===== src/pet_pkg.sv =====
package pet_pkg;

	// fixed widths of the data path
	localparam int MAX_WIDTH_DEF = 1024;
	localparam int PIXEL_BITS    = 8;
	localparam int MAX_HEIGHT    = 4096;
	localparam int COL_BITS      = 12;
	localparam int ROW_BITS      = 14;
	localparam int GEO_BITS      = 13;
	localparam int POS_BITS      = 25;
	localparam int MAG_BITS      = 21;
	localparam int THR_BITS      = 11;
	localparam int THR2_BITS     = 22;
	localparam int CFG_DATA_BITS = 13;
	localparam int FIFO_DEPTH    = 8;

	// configuration register indexes
	typedef enum logic [1:0] {
		REG_WIDTH  = 2'd0,
		REG_HEIGHT = 2'd1,
		REG_LOW    = 2'd2,
		REG_HIGH   = 2'd3
	} reg_idx_t;

	// gradient direction sectors
	typedef enum logic [1:0] {
		SECT_HORZ = 2'd0,
		SECT_VERT = 2'd1,
		SECT_DIAG = 2'd2,
		SECT_ANTI = 2'd3
	} sector_t;

	typedef struct packed {
		logic [PIXEL_BITS-1:0] grey;
		sector_t               sector;
		logic [MAG_BITS-1:0]   m2;
	} mag_entry_t;

	typedef struct packed {
		logic [PIXEL_BITS-1:0] grey;
		logic                  fin;
		logic                  faint;
		logic                  keep;
	} surv_entry_t;

	// position of a window center plus the frame geometry it belongs to
	typedef struct packed {
		logic [GEO_BITS-1:0]        w;
		logic [GEO_BITS-1:0]        h;
		logic [COL_BITS-1:0]        col;
		logic signed [ROW_BITS-1:0] row;
		logic                       res;
		logic                       last;
	} pos_t;

	// step a raster position back by one row and one column
	function automatic pos_t center_of(pos_t p);
		pos_t c;
		c = p;
		if (p.col == '0) begin
			c.col = COL_BITS'(p.w - GEO_BITS'(1));
			c.row = p.row - ROW_BITS'(2);
		end else begin
			c.col = p.col - COL_BITS'(1);
			c.row = p.row - ROW_BITS'(1);
		end
		return c;
	endfunction

endpackage


===== src/pet_grad.sv =====
module pet_grad import pet_pkg::*; (
	input  logic [PIXEL_BITS-1:0] px [3][3],
	input  pos_t                  pos,
	output mag_entry_t            ent
);

	logic                       top_z, bot_z, left_z, right_z;
	logic signed [ROW_BITS-1:0] last_row;
	logic [PIXEL_BITS-1:0]      q [3][3];
	logic [9:0]                 sum_l, sum_r, sum_t, sum_b;
	logic signed [10:0]         gx, gy;
	logic [10:0]                ngx, ngy;
	logic [9:0]                 ax, ay;
	logic [19:0]                axx, ayy;
	logic [10:0]                axy;
	logic [21:0]                s2;
	logic                       gx_pos, gy_pos;

	// zero the taps that fall outside the frame
	assign last_row = $signed({1'b0, pos.h - GEO_BITS'(1)});
	assign top_z    = (pos.row == '0);
	assign bot_z    = (pos.row == last_row);
	assign left_z   = (pos.col == '0);
	assign right_z  = ({1'b0, pos.col} == (pos.w - GEO_BITS'(1)));

	always_comb begin
		for (int r = 0; r < 3; r++) begin
			for (int c = 0; c < 3; c++) begin
				q[r][c] = px[r][c];
				if ((r == 0 && top_z) || (r == 2 && bot_z) ||
				    (c == 0 && left_z) || (c == 2 && right_z)) begin
					q[r][c] = '0;
				end
			end
		end
	end

	// Prewitt sums
	assign sum_l = {2'b0, q[0][0]} + {2'b0, q[1][0]} + {2'b0, q[2][0]};
	assign sum_r = {2'b0, q[0][2]} + {2'b0, q[1][2]} + {2'b0, q[2][2]};
	assign sum_t = {2'b0, q[0][0]} + {2'b0, q[0][1]} + {2'b0, q[0][2]};
	assign sum_b = {2'b0, q[2][0]} + {2'b0, q[2][1]} + {2'b0, q[2][2]};
	assign gx    = $signed({1'b0, sum_r}) - $signed({1'b0, sum_l});
	assign gy    = $signed({1'b0, sum_b}) - $signed({1'b0, sum_t});
	assign ngx   = -gx;
	assign ngy   = -gy;
	assign ax    = gx[10] ? ngx[9:0] : gx[9:0];
	assign ay    = gy[10] ? ngy[9:0] : gy[9:0];

	// squared magnitude and the sector test
	assign axx    = ax * ax;
	assign ayy    = ay * ay;
	assign axy    = {1'b0, ax} + {1'b0, ay};
	assign s2     = axy * axy;
	assign gx_pos = !gx[10] && (gx != '0);
	assign gy_pos = !gy[10] && (gy != '0);

	always_comb begin
		ent.grey = px[1][1];
		ent.m2   = {1'b0, axx} + {1'b0, ayy};
		if (ax == '0) begin
			ent.sector = SECT_VERT;
		end else if (s2 < {1'b0, axx, 1'b0}) begin
			ent.sector = SECT_HORZ;
		end else if (s2 < {1'b0, ayy, 1'b0}) begin
			ent.sector = SECT_VERT;
		end else if (gx_pos == gy_pos) begin
			ent.sector = SECT_DIAG;
		end else begin
			ent.sector = SECT_ANTI;
		end
	end

endmodule


===== config.mk =====
export PLATFORM = sky130hd
export DESIGN_NAME = pet_grad
export DESIGN_NICKNAME = d
export VERILOG_FILES = /design/src/pet_pkg.sv /design/src/pet_grad.sv
export SDC_FILE = /design/constraint.sdc
export NUM_CORES = 1
export LEC_CHECK = 0
export ABC_CLOCK_PERIOD_IN_PS = 28000
export BUFFER_PORTS_ARGS = -buffer_cell sky130_fd_sc_hd__buf_2
export CAP_MARGIN = 20
export CORE_AREA = 2 2 185 187
export DETAILED_ROUTE_END_ITERATION = 7
export DIE_AREA = 0 0 187 189
export GPL_TIMING_DRIVEN = 0
export PLACE_DENSITY = 0.71
export SETUP_SLACK_MARGIN = 0.05
export SYNTH_ARGS = -nofsm -noshare
export SYNTH_HDL_FRONTEND = slang
export SYNTH_SLANG_ARGS = --single-unit

===== constraint.sdc =====
create_clock -name vclk -period 28
set_input_delay 1.4 -clock vclk [all_inputs]
set_output_delay 1.4 -clock vclk [all_outputs]
set_load 0.05 [all_outputs]

== Word-level counts from Yosys, hierarchy flattened ==
Index checks and enable logic that the tools add are counted.

* Register bits after elaboration: 0
* Bits in latches: 0
* Bits of input ports: 126
* Memories kept: 0
* Word-level logic and storage cells: 51
* Memory bits (read-only): 0
* Output and inout bits: 31
* Memory bits (writable): 0

* Equality and inequality tests: 3
* Reductions and logical operators: 13
* Bitwise logic cells: 0
* Multiply operators: 3
* Shifts and indexed selects: 0
* Div/mod/pow operators: 0
* $add $sub $neg: 16
* Multiplexer cells: 14
* Order comparisons: 2

{| class="wikitable"
|+ Operators with widths
! cell !! number
|-
| two-way mux 8 bit || 8
|-
| < comparator 22 x 21 -> 1 bit || 2
|-
| adder 9 x 8 -> 10 bit || 4
|-
| multiplier 10 x 10 -> 20 bit || 2
|-
| adder 8 x 8 -> 9 bit || 4
|-
| subtractor 13 x 1 -> 13 bit, second input constant || 2
|-
| multiplier 11 x 11 -> 22 bit || 1
|-
| nonzero test 11 bit || 2
|-
| subtractor 10 x 10 -> 11 bit || 2
|-
| adder 20 x 20 -> 21 bit || 1
|-
| two-way mux 10 bit || 2
|-
| negation 10 bit || 2
|-
| equality test 14 bit || 1
|-
| zero test 14 bit || 1
|-
| equality test 12 x 13 -> 1 bit || 1
|-
| zero test 12 bit || 1
|-
| adder 10 x 10 -> 11 bit || 1
|-
| zero test 10 bit || 1
|-
| two-way mux 2 bit || 3
|-
| logical OR 1 bit || 4
|-
| logical AND 1 bit || 2
|-
| zero test 1 bit || 2
|-
| equality test 1 bit || 1
|-
| two-way mux 1 bit || 1
|}

== Logic depth before layout (Yosys ltp) ==
* Depth after elaboration: 15
* Depth in mapped cells: 64
* Gate-level depth less buffers: 63

== Least setup slack after synthesis ==
Ideal clock, no wire load.

* Path kind: in2out
* From: input port pos[33] in the netlist's numbering
* To: output port ent[22] in the netlist's numbering
* Buffers on the path: 4
* Arrival time: 15.259 ns
* Path slack: 11.341 ns
* Required time: 26.600 ns
* Cell stages on the path: 57
* Cell sequence: buf_2 nor4_2 nand2b_1 nor2_1 nand2_1 xnor2_1 nand3_1 or4_1 or3_1 buf_2 and2_1 fa_1 fa_1 fa_1 ha_1 fa_1 a21o_1 a21oi_1 [21 not listed] inv_1 fa_1 inv_1 ha_1 o21a_1 nor2_1 nor2b_1 nand3_1 a211o_1 nand3_1 a31oi_1 o21ai_0 a21oi_1 xnor2_1 ha_1 nand3_1 o311a_1 a211oi_1

{| class="wikitable"
|+ RTL lines
! element !! line !! RTL
|-
| from (decl) || pet_grad.sv:3 || <nowiki>input pos_t pos,</nowiki>
|-
| to (decl) || pet_grad.sv:4 || <nowiki>output mag_entry_t ent</nowiki>
|}

==> results.cfg <==
[finish]
seq_cell_count = 0
seq_area_sq_um = 0
clkbuf_count = 0
nets = 2562
drive_above_1_share_pct = 10.3
mostFrequentLayoutCells = inv_1, ha_1, fa_1, nor2_1, buf_2
final_common_cell = inv_1
multiInputGateArea_sq_um = 13100
insertedDiodeCount = 0
synthToLayoutAreaGrowth_pct = 8.75
nFillCells = 3265

[yosys]
yosysWarnings = 0
postSynthAreaPerCell_sq_um = 8.04
synth_nets = 2414
ys_seq_area_share_pct = 0
synth_area_sq_um = 14800
netlist_instances = 1835
synth_cell_types = 81

[die]
fp.dieW_um = 187
io_pins = 157
fp.dieH_um = 189
start_util_pct = 44.3
rows = 67
design.die.area_sq_um = 35300
coreArea_sq_um = 33300

[critical_path]
critical_path_peak_fanout = 10
required_ns = 26.60
slowest_delay_ns = 0.75
cpMostUsedCell = fa_1
cpMaxStageDelayCell = xor2_1
path_buf_inv = 11
worstPathArrival_ns = 16.82
crit_cells = 59
critPathLaunchType = input port
cp_top_family = adder cells
crit_path_end_kind = output port
path_class = in -> out

[timing]
maxSlewViolCount = 0
setup_viol = 0
tightest_slew_ns = 1.05
timing.slew.headroom_pct = 30.0
finalCritPeriodShare_pct = 65.1
fmax_ghz = 0.0549
rsz0062_at_grt = false
finalCriticalPeriod_ns = 18.22
tns_ns = 0
finalHoldViolations = 0

[detailed_routing]
drc_errors = 0
vias = 12746
firstDrtPassIters = 5
wl_um = 35500
viasPerCell = 5.25
wl_per_cell_um = 14.6
antenna_left = 0
drt_iter0_markers = 550

[global_routing]
grt_pass1_wl_um = 61200
grt_max_degree = 11
grt_usage_pct = 20.5
antenna_found_initial = 0
grt_pass1_vias = 13181
grt_overflow_total = 0

[clock_tree]
cts_resized = 0
postCtsSetupRepairBufs = 0
postCtsHoldBufs = 0

[run_status]
status = finished clean

[placed_design]
dp_hpwl_um = 31800
portBuffers = 146
routabilityCongestion = 0.885

[hold_path]
hold_start = px[33]
hold_path_end = ent[24]
whs_path_depth = 2
min_path_type = in -> out

[job]
maxCapViolCount = 0
per-stage QoR:
stage / cells / worst slack [ns] / utilization, % / instance area, sq um / hold slack (ns)
global placement: 2429 / 10.01 / 48.2 / 16000 / 3.10
detailed placement: 2429 / 9.88 / 48.2 / 16000 / 3.10
floorplan: 1835 / 11.34 / - / 14800 / 2.97
finish: 2429 / 9.78 / 48.2 / 16000 / 3.10
CTS: 2429 / 9.85 / 48.2 / 16000 / 3.10
global route: 2429 / 8.81 / 48.2 / 16000 / 3.10
how the worst max path moves through the flow:
stage               startpoint  endpoint
finish                 pos[36]   ent[21]
global route           pos[46]   ent[21]
CTS                    pos[36]   ent[21]
detailed placement     pos[36]   ent[21]
global placement       pos[36]   ent[21]
floorplan              pos[33]   ent[22]
cell families after synthesis:
kind of cell,Yosys count,synth area share [%]
xor+xnor,164,9.79
mux,6,0.441
compound gates,288,13.2
simple gates,486,15.5
other cells,2,0.0509
fa+ha+maj,453,49.6
buf+inv,436,11.3
cells in the mapped netlist (4+ instances only):
master / n / area share (%)
o31ai_1: 5 / 0.25
nor2_1: 186 / 4.7
a21oi_1: 77 / 2.6
a211oi_1: 7 / 0.36
nand3b_1: 4 / 0.20
nand4_1: 7 / 0.30
nor2b_1: 18 / 0.76
o221ai_1: 4 / 0.24
buf_2: 5 / 0.17
a21o_1: 48 / 2.4
mux2_2: 4 / 0.31
fa_1: 220 / 30
xnor2_1: 111 / 6.6
and3_1: 21 / 0.89
nand2b_1: 13 / 0.55
a31oi_1: 11 / 0.47
xor2_1: 52 / 3.1
buf_4: 8 / 0.41
o21ai_0: 52 / 1.8
a21boi_0: 4 / 0.20
nor4_1: 14 / 0.59
nand2_1: 114 / 2.9
or2_2: 7 / 0.30
and4_1: 4 / 0.24
a31o_2: 7 / 0.42
a21oi_2: 5 / 0.30
inv_1: 401 / 10
o21a_1: 11 / 0.56
nor3_1: 24 / 0.81
ha_1: 233 / 20
clkbuf_1: 19 / 0.48
or3_1: 9 / 0.38
nand3_1: 16 / 0.54
and2_1: 33 / 1.4
o21bai_1: 11 / 0.56
per-layer routing:
metal	part of all wire [%]	up-vias	global-route usage (%)	wire [um]
met5	0	-	0	0
met4	1.3	0	2.50	471
met3	4.6	39	0.816	1620
met2	50	315	38.6	17800
met1	44	6217	26.9	15600
li1	-	6175	-	-
area by class of cell:
| type | instances | area share (%) |
|---|---|---|
| inverters | 403 | 9.43 |
| multi-input cells | 1399 | 81.5 |
| well taps | 448 | 3.49 |
| plain buffers | 33 | 1.01 |
| repair buffers | 146 | 4.55 |
Power is left out: the tool's default activity adds up to more than one toggle a clock period on the data nets, which glitch-free logic cannot reach.
