===== config.mk =====
export PLATFORM = sky130hd
export DESIGN_NAME = pet_nms
export DESIGN_NICKNAME = d
export VERILOG_FILES = /design/src/pet_pkg.sv /design/src/pet_nms.sv
export SDC_FILE = /design/constraint.sdc
export NUM_CORES = 1
export LEC_CHECK = 0
export ABC_AREA = 1
export BUFFER_PORTS_ARGS = -buffer_cell sky130_fd_sc_hd__clkbuf_2
export CORE_AREA = 2 2 149 151
export DETAILED_ROUTE_END_ITERATION = 16
export DIE_AREA = 0 0 151 153
export GPL_ROUTABILITY_DRIVEN = 1
export SYNTH_ARGS = -nofsm -noshare
export SYNTH_HDL_FRONTEND = slang
export SYNTH_SLANG_ARGS = --single-unit

===== constraint.sdc =====
create_clock -name vclk -period 4.8
set_clock_uncertainty 0.05 [all_clocks]
set_input_delay 0.96 -clock vclk [all_inputs]
set_output_delay 0.96 -clock vclk [all_outputs]
set_load 0.02 [all_outputs]

===== src/pet_pkg.sv =====
package pet_pkg;

	// fixed widths of the data path
	localparam int MAX_WIDTH_DEF = 1024;
	localparam int PIXEL_BITS    = 8;
	localparam int MAX_HEIGHT    = 4096;
	localparam int COL_BITS      = 12;
	localparam int ROW_BITS      = 14;
	localparam int GEO_BITS      = 13;
	localparam int POS_BITS      = 25;
	localparam int MAG_BITS      = 21;
	localparam int THR_BITS      = 11;
	localparam int THR2_BITS     = 22;
	localparam int CFG_DATA_BITS = 13;
	localparam int FIFO_DEPTH    = 8;

	// configuration register indexes
	typedef enum logic [1:0] {
		REG_WIDTH  = 2'd0,
		REG_HEIGHT = 2'd1,
		REG_LOW    = 2'd2,
		REG_HIGH   = 2'd3
	} reg_idx_t;

	// gradient direction sectors
	typedef enum logic [1:0] {
		SECT_HORZ = 2'd0,
		SECT_VERT = 2'd1,
		SECT_DIAG = 2'd2,
		SECT_ANTI = 2'd3
	} sector_t;

	typedef struct packed {
		logic [PIXEL_BITS-1:0] grey;
		sector_t               sector;
		logic [MAG_BITS-1:0]   m2;
	} mag_entry_t;

	typedef struct packed {
		logic [PIXEL_BITS-1:0] grey;
		logic                  fin;
		logic                  faint;
		logic                  keep;
	} surv_entry_t;

	// position of a window center plus the frame geometry it belongs to
	typedef struct packed {
		logic [GEO_BITS-1:0]        w;
		logic [GEO_BITS-1:0]        h;
		logic [COL_BITS-1:0]        col;
		logic signed [ROW_BITS-1:0] row;
		logic                       res;
		logic                       last;
	} pos_t;

	// step a raster position back by one row and one column
	function automatic pos_t center_of(pos_t p);
		pos_t c;
		c = p;
		if (p.col == '0) begin
			c.col = COL_BITS'(p.w - GEO_BITS'(1));
			c.row = p.row - ROW_BITS'(2);
		end else begin
			c.col = p.col - COL_BITS'(1);
			c.row = p.row - ROW_BITS'(1);
		end
		return c;
	endfunction

endpackage


===== src/pet_nms.sv =====
module pet_nms import pet_pkg::*; (
	input  mag_entry_t             mw [3][3],
	input  pos_t                   pos,
	input  logic [THR2_BITS-1:0]   low2,
	input  logic [THR2_BITS-1:0]   high2,
	output surv_entry_t            ent
);

	logic                       border;
	logic signed [ROW_BITS-1:0] last_row;
	logic [MAG_BITS-1:0]        m2, n1, n2;
	logic [THR2_BITS-1:0]       m2x;

	assign last_row = $signed({1'b0, pos.h - GEO_BITS'(1)});
	assign border   = (pos.row == '0) || (pos.row == last_row) || (pos.col == '0) ||
	                  ({1'b0, pos.col} == (pos.w - GEO_BITS'(1)));
	assign m2       = mw[1][1].m2;
	assign m2x      = {1'b0, m2};

	// pick the two neighbors along the gradient
	always_comb begin
		case (mw[1][1].sector)
			SECT_HORZ: begin
				n1 = mw[1][0].m2;
				n2 = mw[1][2].m2;
			end
			SECT_VERT: begin
				n1 = mw[0][1].m2;
				n2 = mw[2][1].m2;
			end
			SECT_DIAG: begin
				n1 = mw[0][0].m2;
				n2 = mw[2][2].m2;
			end
			default: begin
				n1 = mw[0][2].m2;
				n2 = mw[2][0].m2;
			end
		endcase
	end

	// border pixels keep their grey value as is
	always_comb begin
		ent.grey = mw[1][1].grey;
		ent.fin  = 1'b0;
		if (border) begin
			ent.faint = 1'b0;
			ent.keep  = (mw[1][1].grey != '0);
		end else begin
			ent.faint = (m2x > low2) && (m2x < high2);
			ent.keep  = (m2 >= n1) && (m2 >= n2) && (m2x >= low2) &&
			            (mw[1][1].grey != '0);
		end
	end

endmodule


; ---- After elaboration in Yosys (flattened, before gate mapping)
; Index checks and enable logic that the tools add are counted.
[word_totals]
reg_bits = 0
in_bits = 377
output_inout_bits = 11
word_cells = 25
[op_classes]
addsub = 2
order_cmp = 5
eq_ne = 4
n_mux = 3
reduce_logical = 11
[ops]
columns = operator, count
row1 = $pmux W21 S3, 2
row2 = $ge A21 B21 Y1, 2
row3 = $sub A13 B1 Y13 const B, 2
row4 = $ge A21 B22 Y1, 1
row5 = $gt A21 B22 Y1, 1
row6 = $lt A21 B22 Y1, 1
row7 = $eq A14 B14 Y1, 1
row8 = $logic_not A14 Y1, 1
row9 = $eq A12 B13 Y1, 1
row10 = $logic_not A12 Y1, 1
row11 = $reduce_bool A8 Y1, 1
row12 = $logic_and A1 B1 Y1, 4
row13 = $logic_or A1 B1 Y1, 3
row14 = $eq A2 B1 Y1 const B, 1
row15 = $eq A2 B2 Y1 const B, 1
row16 = $logic_not A2 Y1, 1
row17 = $mux W2, 1

; ---- Depth between registers and ports, before layout
; Gate-level depths: netlist of the first run.
[depth]
depth_word = 7
mapped_depth = 20
mapped_depth_nobuf = 18

; ---- Least setup slack after synthesis of the first run
; OpenSTA, ideal clock, no wires.
[synth_timing]
path_kind = input to output
start = input port mw[146] (netlist name)
end = output port ent[0] (netlist name)
arrival_ps = 3023
slack_ps = 767
path_stages = 17
path_buffers = 2
path_cell_list = clkbuf_1 > nor2_1 > clkbuf_1 > nand2_1 > nand3_1 > o21ai_0 > ha_1 > nand2_1 > nor2_1 > nand2_1 > nor2_1 > nand2_1 > nand4_1 > nand3_1 > nor2_1 > nand4_1 > nand2_1
[synth_rtl]
columns = item, line_no
row1 = start: declaration, pet_nms.sv:2  ; input mag_entry_t mw [3][3],
row2 = end: declaration, pet_nms.sv:6  ; output surv_entry_t ent

==> results of run 1 <==
==> layout by cell type (no fill, tap or decap), types with 2 or more instances in the layout <==
cell type / instances
nand2_2: 2
inv_1: 111
o21ai_2: 2
o21a_1: 2
o221ai_1: 2
o21ai_1: 3
nand3_1: 82
nor4_1: 9
ha_1: 85
nand3_2: 3
buf_4: 8
nand2_1: 264
clkbuf_2: 305
o21bai_1: 2
nor2_1: 59
nand3b_1: 10
nor3_1: 5
inv_2: 3
buf_12: 3
nor2_4: 3
a21oi_1: 28
xor2_1: 9
xnor2_1: 7
o21ai_0: 88
a21o_1: 5
diode_2: 3
nand4_1: 19
nor2_2: 12
==> stage by stage <==
stage                     utilization (%)  cells  cell area [um2]
after global routing                 30.0   1421             6450
after global placement               30.0   1419             6440
after CTS                            30.0   1419             6440
after detailed placement             30.0   1419             6440
after floorplan                         -    854             4590
final                                30.0   1422             6450
==> power groups by stage <==
stage / clock [mW] / combinational (mW) / sequential (mW)
final: 0.0000000836 / 0.569 / 0
after global routing: 0.0000000557 / 0.654 / 0
after floorplan: 0 / 0.324 / 0
after global placement: 0 / 0.564 / 0
after CTS: 0 / 0.577 / 0
after detailed placement: 0 / 0.575 / 0
==> cell type report <==
| type | count | area (um2) |
|---|---|---|
| inverters | 115 | 432 |
| multi-input cells | 708 | 4010 |
| fillers | 2479 | 15000 |
| repair buffers | 316 | 1650 |
| well taps | 280 | 350 |
| diodes | 3 | 7.51 |
==> path summary, 6_finish.rpt <==
path | from | endpoint | slack (ns) | cells after the start
min | mw[154] | ent[10] | 2.10 | 2
max | mw[145] | ent[0] | 0.34 | 19
==> cell families (layout without fill, tap and decap cells) <==
logic type      count (synthesis)  in the layout
buf+inv                       146            431
simple gates                  473            473
fa+ha+maj                      85             85
other cells                     1              4
compound gates                133            133
xor+xnor                       16             16
==> per-layer routing <==
metal	vias to the layer above	GRT usage, %	share of wire (%)
li1	3392	-	-
met1	2801	16.8	37
met2	237	33.8	52
met3	22	3.31	8.8
met4	4	2.76	2.0
met5	-	0	0.13
==> run metrics, run 1 <==
status=finished, final reports clean; Post-Syn Area=roughly 4600 um2; Reg power frac=0%; DR vias=~6,500; CP max-delay cell=ha_1; cts hold-fix bufs=0; Syn Nets=~1,300; CP delay by family, top=simple AND/OR/NAND/NOR gates; cell area power density=approximately 88 nW/um2; Horiz. Die Dim=approximately 150 um; Ys Warns=0; sequential cell area=0 um2; synthesized area per cell=5.38 um2; Floorplan Core Area=between 20,000 and 25,000 um2; maximum VDD drop=~30 uV; post-route setup slack=~0.34 ns; Pint=~0.25 mW; Setup TNS=0 ns; crit-path max FO=14; Worst Hold Class=input pin to primary output; post-place setup slack=between 0.2 and 0.3 ns; RSZ-0062 raised after global routing=no; switching portion of total power=between 50% and 60%; critical path class=input pin to primary output; largest family of logic cells by synthesized area=simple AND/OR/NAND/NOR gates; fin crit share=about 93%; setup violators final=0; Final ANT Viol Nets=0; clkbuf count=0; WP data required=3.79 ns; routed wire length=slightly above 20 mm; number of setup buffers added after CTS=0; CP Capture Type=primary output; Comb power frac=100.0%; Via density=around 4.5; post-layout minimum cycle time=between 4 and 5 ns; gr ovfl total=0; Static Leak=around 3.8 nW; adder-cell area share of the yosys netlist=23.2%; total power=0.569 mW; placed wire-length estimate=between 15 and 20 mm; Post-Synthesis Cells=854; most common cell in the netlist=nand2_1; crit-path cells=clkbuf_2 -> buf_4 -> nor2_4 -> buf_4 -> nand2_1 -> nand3_1 -> o21ai_0 -> ha_1 -> nand2_1 -> nor2_1 -> nand2_1 -> nor2_1 -> nand3b_1 -> nand4_1 -> nand3_1 -> nor2_1 -> nand4_1 -> nand2_1 -> clkbuf_2; post-DR wirelength/cell=14.2 um; fin nets=between 1,500 and 2,000; Synth Area in Compound Gates=between 15 and 20%; Buffers on Ports=between 300 and 400; layout cell share with drive strength beyond 1=30.1%; Site Rows=54; RePlAce Congestion=roughly 0.90; Synth cell types=35; total track usage=between 10% and 20%; crit path DAT=between 3 and 4 ns; Pre-antenna DRT Iters=4; num ports=roughly 390; first-pass GRT wire length=29.9 mm; commonest cells in the netlist=nand2_1 (264), inv_1 (111), o21ai_0 (88); xor and xnor area share after synthesis=roughly 3%; # DRC=0; CP dominant cell by count=nand2_1; Slew Limit Headroom=a little under three fifths; Pins Over Slew Limit=0; simple-gate portion of the synthesized area=between 40% and 50%; synthesis-to-finish area growth=40.5%; share of the synthesized area in the top cell type=between 20% and 30%; Die ar.=23,100 um2; startpoint type of the worst setup path=input pin; initial antenna violation count=5; die height=roughly 150 um; number of sequential cells=0; initial drt markers=between 150 and 200; vias in the first global route=just over 6,000; clock network fraction of total power=0%; Post-CTS Resized=0; area leader, netlist=ha_1; largest net degree at the start of global routing=between 50 and 60; synth top area cells=ha_1 (23%), nand2_1 (22%), o21ai_0 (9.6%); achievable frequency=224 MHz; register area share after synthesis=0%; starting density of the core=between 20% and 30%; Max-Cap Viols=0; CP Buf/Inv Count=4; Worst-Margin Slew=0.657 ns; final hold violation count=0; Psw=0.320 mW; Crit path largest cell delay=~0.42 ns; multiplexer share of the synthesized area=0%; Hold WS=between 2 and 2.5 ns
Note: power is estimated with default switching activity, not from simulation.
==> run 2, diff against run 1 <==
ABC_AREA = 0   (was 1)
CORE_AREA = 2 2 150 152   (was 2 2 149 151)
DIE_AREA = 0 0 152 154   (was 0 0 151 153)
==> run metrics, run 2 <==
placed wire-length estimate=16.0 mm (-13%); first-pass GRT wire length=26.1 mm (-13%); Slew Limit Headroom=66.2% (+10 points); DR vias=5,003 (-23%); most common cell after layout, fill and taps aside=clkbuf_2; vias in the first global route=5,208 (-14%); Floorplan Core Area=21,700 um2 (+0.94%); status=finished, final reports clean; # DRC=0 (unchanged); CP delay by family, top=simple AND/OR/NAND/NOR gates; initial drt markers=116 (-35%); number of sequential cells=0 (unchanged); critical path class=input pin to primary output; post-route cell area=6080 um2 (-5.8%); cell area power density=85.3 nW/um2 (-3.3%); WP data required=3.79 ns (about the same); Reg power frac=0% (unchanged); end-of-flow core utilization=28.0% (-2.0 points); Max-Cap Viols=0 (unchanged); synthesized area per cell=8.25 um2 (+54%); starting density of the core=19.0% (-2.3 points); crit path DAT=3.60 ns (+0.15 ns); CP Buf/Inv Count=3 (-1); RePlAce Congestion=0.875 (-3.2%); Horiz. Die Dim=152 um (+0.66%); achievable frequency=217 MHz (-3.2%); Pre-antenna DRT Iters=4 (unchanged); RSZ-0062 raised after global routing=no; final hold violation count=0 (unchanged); sequential cell area=0 um2 (unchanged); die height=154 um (+0.65%); fin nets=1,266 (-21%); CP Capture Type=primary output; startpoint type of the worst setup path=input pin; top routing layer used=met4; DP Area=6020 um2 (-6.5%); post-DR wirelength/cell=15.7 um (+10%); Buffers on Ports=305 (unchanged); Syn Nets=962 (-27%); most common cell in the netlist=inv_1; total track usage=13.8% (-2.6 points); Comb power frac=100.0% (about the same); crit-path max FO=2 (-12); crit-path cells=clkbuf_2 -> inv_1 -> ha_1 -> or4b_4 -> or4_4 -> a2111oi_4 -> a211oi_2 -> a2111oi_4 -> a211oi_2 -> nor3b_2 -> buf_4; synth top area cells=ha_1 (26%), mux4_2 (23%), inv_1 (8.1%); number of diodes=0 (-3); Worst-Margin Slew=0.502 ns (-0.154 ns); Crit path largest cell delay=0.54 ns (+0.12 ns); Pint=0.270 mW (+8.4%); wl on met1=6.83 mm (-8.6%); Die ar.=23,400 um2 (+1.3%); gr ovfl total=0 (unchanged); Site Rows=54 (unchanged); metal2 WL=9.10 mm (-14%); post-route setup slack=0.194 ns (-0.149 ns); num ports=388 (unchanged); clkbuf count=0 (unchanged); Post-Syn Area=4130 um2 (-10%); clock network fraction of total power=0% (unchanged); initial antenna violation count=0 (-5); share of the synthesized area in the top cell type=25.8% (+2.6 points); Post-Synthesis Cells=500 (-41%); Worst Hold Class=input pin to primary output; largest net degree at the start of global routing=21 (-59%); CP max-delay cell=or4_4; post-place setup slack=-0.0518 ns (-0.341 ns); layout cell share with drive strength beyond 1=46.8% (+17 points); Static Leak=3.25 nW (-14%); switching portion of total power=47.9% (-8.3 points); fin crit share=95.9% (+3.1 points); Final ANT Viol Nets=0 (unchanged); cts hold-fix bufs=0 (unchanged); commonest cells in the netlist=inv_1 (89), ha_1 (85), mux4_2 (42); Ys Warns=0 (unchanged); most frequent cells in the layout=clkbuf_2 (302), inv_1 (89), ha_1 (85); metal3 WL=937 um (-48%); Via density=4.62 (+1.8%); Synth cell types=52 (+49%); area leader, netlist=ha_1; routed wire length=17.0 mm (-16%); Pins Over Slew Limit=0 (unchanged); Hold WS=2.10 ns (-0.00559 ns); fin cells=1,082 (-24%); register area share after synthesis=0% (unchanged); number of setup buffers added after CTS=0 (unchanged); dpl cells=1,082 (-24%); synthesis-to-finish area growth=47.2%; Psw=0.248 mW (-22%); setup violators final=0 (unchanged); maximum VDD drop=55.0 uV (+84%); post-layout minimum cycle time=4.61 ns (+0.149 ns)
==> run 2: cell types whose count changed after synthesis, moves of 13 or more <==
cell | before | now
xnor2_1 | 7 | 20
o21ai_0 | 88 | 19
nand2_1 | 264 | 18
nor2_1 | 61 | 24
nand3_1 | 82 | 9
inv_1 | 111 | 89
mux4_2 | 0 | 42
==> run 2: worst paths after layout <==
kind | slack, ns | to | cells past startpoint | from
setup / recovery | 0.19 | ent[1] | 11 | pos[41]
hold / removal | 2.10 | ent[9] | 2 | mw[153]
==> run 2: area by class of cell <==
type                            count  area, um2
Multi-Input combinational cell    391       3730
Timing Repair Buffer              322       1670
Inverter                           89        334
Tap cell                          280        350
Fill cell                        2389      15600
==> run 2: per-stage QoR <==
step | power (mW) | setup TNS [ns]
2_1_floorplan | 0.295 | 0
3_3_place_gp | 0.510 | 0
3_5_place_dp | 0.519 | -0.0518
4_1_cts | 0.522 | 0
5_1_grt | 0.593 | 0
6_report | 0.519 | 0
==> run 2: timing repair <==
item,CTS,global route
gates resized for setup,1,14
endpoints found under the hold margin,0,0
endpoints found under the setup margin,1,2
pin swaps,0,3
==> run 2: kinds of logic (layout without fill, tap and decap cells) <==
logic type      count (synthesis)  count (layout)  synth area share, %
simple gates                  132             132                 18.2
buf+inv                       109             411                 10.7
compound gates                101             101                 15.8
fa+ha+maj                      85              85                 25.8
mux                            45              45                 23.7
xor+xnor                       27              27                 5.73
other cells                     1               1               0.0909
==> run 2: power by group through the flow <==
stage	Clock, mW	Sequential, mW	Combinational (mW)
3_3_place_gp	0	0	0.510
5_1_grt	0	0	0.593
3_5_place_dp	0	0	0.519
4_1_cts	0	0	0.522
6_report	0	0	0.519
2_1_floorplan	0	0	0.295
==> run 2: layer usage <==
metal	up-vias	track usage, %
met5	-	0
met1	2288	15.9
met4	0	1.02
met3	10	1.47
met2	210	28.2
li1	2495	-
